**src/csas_pkg.sv**
```systemverilog
package csas_pkg;

  typedef struct packed {
    logic [7:0] sample;
    logic       last_sample;
  } in_word_t;

  typedef struct packed {
    logic [7:0]  axis_index;
    logic [63:0] min_deviation;
    logic [63:0] mean_deviation;
    logic        too_short;
  } out_word_t;

  localparam int SAMPLE_W = 8;
  localparam int SUM_W = 64;
  localparam logic [SUM_W-1:0] SUM_MAX = '1;

  // Controller to datapath.
  typedef struct packed {
    logic store;
    logic clear_cnt;
    logic start_search;
    logic start_axis;
    logic rd_issue;
    logic pw_step;
    logic acc_step;
    logic close_axis;
    logic start_div;
    logic div_step;
    logic load_out;
    logic load_short;
  } csas_cmd_t;

  // Datapath to controller.
  typedef struct packed {
    logic short_ring;
    logic last_j;
    logic last_axis;
    logic div_done;
  } csas_sts_t;

endpackage

```
**src/csas_ctrl.sv**
```systemverilog
module csas_ctrl
  import csas_pkg::*;
(
  input  logic      clk,
  input  logic      rst_n,
  input  logic      in_valid,
  input  logic      in_last,
  output logic      in_ready,
  output logic      out_valid,
  input  logic      out_ready,
  input  csas_sts_t sts,
  output csas_cmd_t cmd
);

  typedef enum logic [9:0] {
    S_LOAD   = 10'b0000000001,
    S_AXIS   = 10'b0000000010,
    S_READ   = 10'b0000000100,
    S_WAIT   = 10'b0000001000,
    S_POW    = 10'b0000010000,
    S_ACC    = 10'b0000100000,
    S_CLOSE  = 10'b0001000000,
    S_DIVI   = 10'b0010000000,
    S_DIV    = 10'b0100000000,
    S_OUT    = 10'b1000000000
  } state_t;

  state_t state_r, state_nxt;
  logic [1:0] ph_r, ph_nxt;
  logic out_valid_r, out_valid_nxt;

  always_ff @(posedge clk) begin
    if (!rst_n) begin
      state_r <= S_LOAD;
      ph_r <= '0;
      out_valid_r <= 1'b0;
    end else begin
      state_r <= state_nxt;
      ph_r <= ph_nxt;
      out_valid_r <= out_valid_nxt;
    end
  end

  logic take;
  assign in_ready = (state_r == S_LOAD) && !out_valid_r;
  assign take = in_valid && in_ready;
  assign out_valid = out_valid_r;

  always_comb begin
    state_nxt = state_r;
    ph_nxt = ph_r;
    out_valid_nxt = out_valid_r && !out_ready;
    cmd = '0;
    unique case (state_r)
      S_LOAD: begin
        if (take) begin
          cmd.store = 1'b1;
          if (in_last) begin
            cmd.clear_cnt = 1'b1;
            if (sts.short_ring) begin
              cmd.load_short = 1'b1;
              out_valid_nxt = 1'b1;
            end else begin
              cmd.start_search = 1'b1;
              state_nxt = S_AXIS;
            end
          end
        end
      end
      S_AXIS: begin
        cmd.start_axis = 1'b1;
        state_nxt = S_READ;
      end
      S_READ: begin
        state_nxt = S_WAIT;
      end
      S_WAIT: begin
        cmd.rd_issue = 1'b1;
        state_nxt = S_POW;
      end
      S_POW: begin
        cmd.pw_step = 1'b1;
        ph_nxt = ph_r + 1'b1;
        if (ph_r == 2'd2) begin
          ph_nxt = '0;
          state_nxt = S_ACC;
        end
      end
      S_ACC: begin
        cmd.acc_step = 1'b1;
        state_nxt = sts.last_j ? S_CLOSE : S_WAIT;
      end
      S_CLOSE: begin
        cmd.close_axis = 1'b1;
        state_nxt = sts.last_axis ? S_DIVI : S_AXIS;
      end
      S_DIVI: begin
        cmd.start_div = 1'b1;
        state_nxt = S_DIV;
      end
      S_DIV: begin
        cmd.div_step = 1'b1;
        if (sts.div_done) begin
          state_nxt = S_OUT;
        end
      end
      S_OUT: begin
        cmd.load_out = 1'b1;
        out_valid_nxt = 1'b1;
        state_nxt = S_LOAD;
      end
      default: state_nxt = S_LOAD;
    endcase
  end

endmodule

```
**config.mk**
```make
export PLATFORM = sky130hd
export DESIGN_NAME = csas_ctrl
export DESIGN_NICKNAME = d
export VERILOG_FILES = /design/src/csas_pkg.sv /design/src/csas_ctrl.sv
export SDC_FILE = /design/constraint.sdc
export NUM_CORES = 1
export LEC_CHECK = 0
export ABC_AREA = 1
export BUFFER_PORTS_ARGS = -buffer_cell sky130_fd_sc_hd__buf_2
export CORE_ASPECT_RATIO = 0.7
export CORE_MARGIN = 2
export CORE_UTILIZATION = 31
export DETAILED_ROUTE_END_ITERATION = 8
export PLACE_DENSITY_LB_ADDON = 0.2
export SLEW_MARGIN = 30
export SYNTH_ARGS = -nofsm -noshare
export SYNTH_HDL_FRONTEND = slang
export SYNTH_SLANG_ARGS = --single-unit
export TNS_END_PERCENT = 10
```
**constraint.sdc**
```tcl
create_clock -name clk -period 1.2 [get_ports clk]
set_clock_uncertainty 0.05 [all_clocks]
set_input_delay 0.18 -clock clk [delete_from_list [all_inputs] [get_ports clk]]
set_output_delay 0.18 -clock clk [all_outputs]
set_load 0.03 [all_outputs]
```
==> impl_metrics.py <==
metrics = {
    "synth": {
        "synthCells": 147,
        "synth_top_area_share_pct": 27.5,
        "syn_avg_cell_area_um2": 6.43,
        "synth_edf_count": 0,
        "synth.distinct_cells": 24,
        "yosys.cell_count.top_type": "inv_1",
        "syn_nets": 156,
        "synthTopCellsByCount": "inv_1 (29), nand2_1 (25), nor2_1 (23)",
        "synth_seq_cells": 13,
        "seq_area_frac_synth_pct": 27.5,
        "ys_async_sr_fraction_pct": 0,
        "yosysTopAreaCell": "dfxtp_1",
        "synth_top_flop_cell": "dfxtp_1",
        "ys_warn_count": 0,
        "syn_area_um2": 946,
        "yosys-top-cells-area": "dfxtp_1 (28%), inv_1 (12%), nand2_1 (9.9%), nor2_1 (9.1%), nand3_2 (7.4%)",
    },
    "setup_path": {
        "cp_num_buf_inv": 2,
        "crit_type": "flop to primary output",
        "endpoint_kind": "primary output",
        "crit_slowest_cell": "dfxtp_2",
        "required_ns": 0.97,
        "worstPathArrival_ns": 1.48,
        "cp.depth": 8,
        "ff2ff_path_depth": 12,
        "crit_chain": "nor2_4 > nand2_4 > inv_4 > nand3_4 > nor3_4 > nand2_2 > nor2_4 > buf_6",
        "cp-start-kind": "flop",
        "cp_top_family": "simple AND/OR/NAND/NOR gates",
        "crit_top_cell": "nor2_4",
        "crit_path_max_fanout": 3,
        "slowest_delay_ns": 0.34,
    },
    "cts": {
        "cts_inserted_buffers": 3,
        "clock_path_buffers": 2,
        "htree_num_levels": 1,
        "path_clk_slew_ns": 0.07,
        "cts.sinks": 13,
        "cts_tree": "done",
        "cts-root-buf": "clkbuf_8",
        "clock_latency_ns": 0.25,
        "holdBufCountCts": 0,
    },
    "hold_path": {
        "hold_depth": 3,
        "hp-class": "primary input to flop",
    },
    "layout": {
        "antenna_cells": 0,
        "layout-drive-gt1-share_pct": 59.2,
        "syn_to_final_growth_pct": 80.7,
        "final_area_um2": 1710,
        "fin_nets": 223,
    },
    "detailed_routing": {
        "num_vias": 1181,
        "viasPerCell": 4.74,
        "totalWireLength_um": 3220,
        "drtPass1Iterations": 4,
        "route.detailed.drc": 0,
        "drt_iter0_drc": 63,
        "wl_per_cell_um": 12.9,
        "ant_nets": 0,
    },
    "floorplan": {
        "dieArea_um2": 3520,
        "core_um2": 2840,
        "rows": 16,
        "initial_utilization_pct": 33.3,
        "dieWidth_um": 70.0,
        "dieHeight_um": 50.2,
        "ios": 23,
    },
    "sta": {
        "tightest_slew_ns": 0.275,
        "layout_setup_ws_ns": -0.511,
        "post-route-min-period_ns": 1.71,
        "setup_viol_count_final": 26,
        "fin_crit_sh_pct": 143,
        "fin_tns_setup_ns": -9.56,
        "fmax_ghz": 0.585,
        "final_hold_viol_count": 0,
        "rsz0062_at_grt": "yes",
        "drv_slew": 0,
        "slew_headroom_pct": 81.5,
        "hold_slack_ns": 0.119,
    },
    "power_and_ir_drop": {
        "pwr_density_cell_nw_per_um2": 1850,
        "finalPower_mw": 3.17,
        "p_leak_nw": 0.907,
        "vdd_drop_max_uv": 854,
    },
    "global_routing": {
        "grt_max_degree": 12,
        "grt_overflow": 0,
        "grtUsageTotal_pct": 19.4,
        "first_global_vias": 1166,
        "antenna_found_initial": 0,
        "grt_pass1_wl_um": 5290,
    },
    "place": {
        "dp_hpwl_um": 2320,
        "io_buffers": 22,
        "place_area_um2": 1420,
        "gp_congestion": 0.907,
    },
    "run_status": {
        "status": "complete, but fails checks",
        "violations": "negative setup slack",
    },
    "job": {
        "max_cap_violations": 0,
    },
}
[state kept, by name (all words and copies together) (netlist names)]
name       flops
out_valid      1
ph_r           2
state_r       10
[worst paths after layout]
path | slack (ns) | start | end
setup / recovery | -0.51 | state_r[2] | cmd[0]
hold / removal | 0.12 | sts[2] | state_r[6]
setup reg to reg | -0.37 | state_r[2] | state_r[4]
hold reg to reg | 0.45 | ph_r[0] | ph_r[0]
[power breakdown]
group / total (mW) / leakage (nW) / switching (mW) / internal, mW
Sequential: 0.566 / 0.110 / 0.0724 / 0.494
Combinational: 2.18 / 0.772 / 1.19 / 0.986
Clock: 0.422 / 0.0255 / 0.191 / 0.230
Total: 3.17 / 0.907 / 1.45 / 1.71
[cells in the final DEF, fill, tap and decap left out, drive strengths merged]
| master | n |
|---|---|
| nand3 | 17 |
| nor2 | 35 |
| nand4 | 3 |
| o31ai | 1 |
| clkbuf | 4 |
| o22ai | 1 |
| and3 | 1 |
| o21ai | 3 |
| clkinv | 1 |
| a21boi | 1 |
| buf | 62 |
| nor4 | 4 |
| nor3 | 3 |
| a21oi | 2 |
| inv | 32 |
| dfxtp | 13 |
| o211a | 1 |
| nand2 | 29 |
[per-layer routing]
| layer | global-route usage, % | vias to the layer above | routed length (um) |
|---|---|---|---|
| li1 | - | 592 | - |
| met1 | 24.8 | 558 | 1480 |
| met2 | 33.2 | 25 | 1520 |
| met3 | 5.22 | 6 | 168 |
| met4 | 3.85 | 0 | 52 |
| met5 | 0 | - | 0 |
[worst reg2reg max path: stages, from the launching register on]
cell,delay (ns)
dfxtp_2,0.34
nor2_4,0.15
nand2_4,0.08
inv_4,0.07
buf_4,0.10
buf_4,0.09
buf_4,0.10
nand3_2,0.10
nand3_2,0.10
nor2_4,0.04
buf_6,0.12
nor2_1,0.08
nor2_1,0.05
[kinds of logic after synthesis]
group           after synthesis  synth area share [%]
buf+inv                      33                  13.5
simple gates                 92                  53.0
compound gates                9                  5.95
flops                        13                  27.5
[layout make-up]
type / instances / area [um2]
repair buffers: 63 / 505
clock inverters: 1 / 5.00
clock buffers: 3 / 41.3
multi-input cells: 101 / 712
fillers: 259 / 1130
inverters: 32 / 125
well taps: 36 / 45.0
flip-flops and latches: 13 / 275
[through the flow]
step	utilization (%)	setup slack, ns	instances
final	60.1	-0.511	249
after global routing	60.1	-0.580	249
after CTS	57.4	-0.492	247
after detailed placement	50.0	-0.375	239
after global placement	50.0	-0.317	239
after floorplan	-	-0.544	147
[timing repair]
item,in CTS,in global routing
resized for setup,40,20
buffers inserted,4,2
setup endpoints to repair,26,27
pin swaps,12,9
No activity file was read; power rests on OpenSTA's default activity.
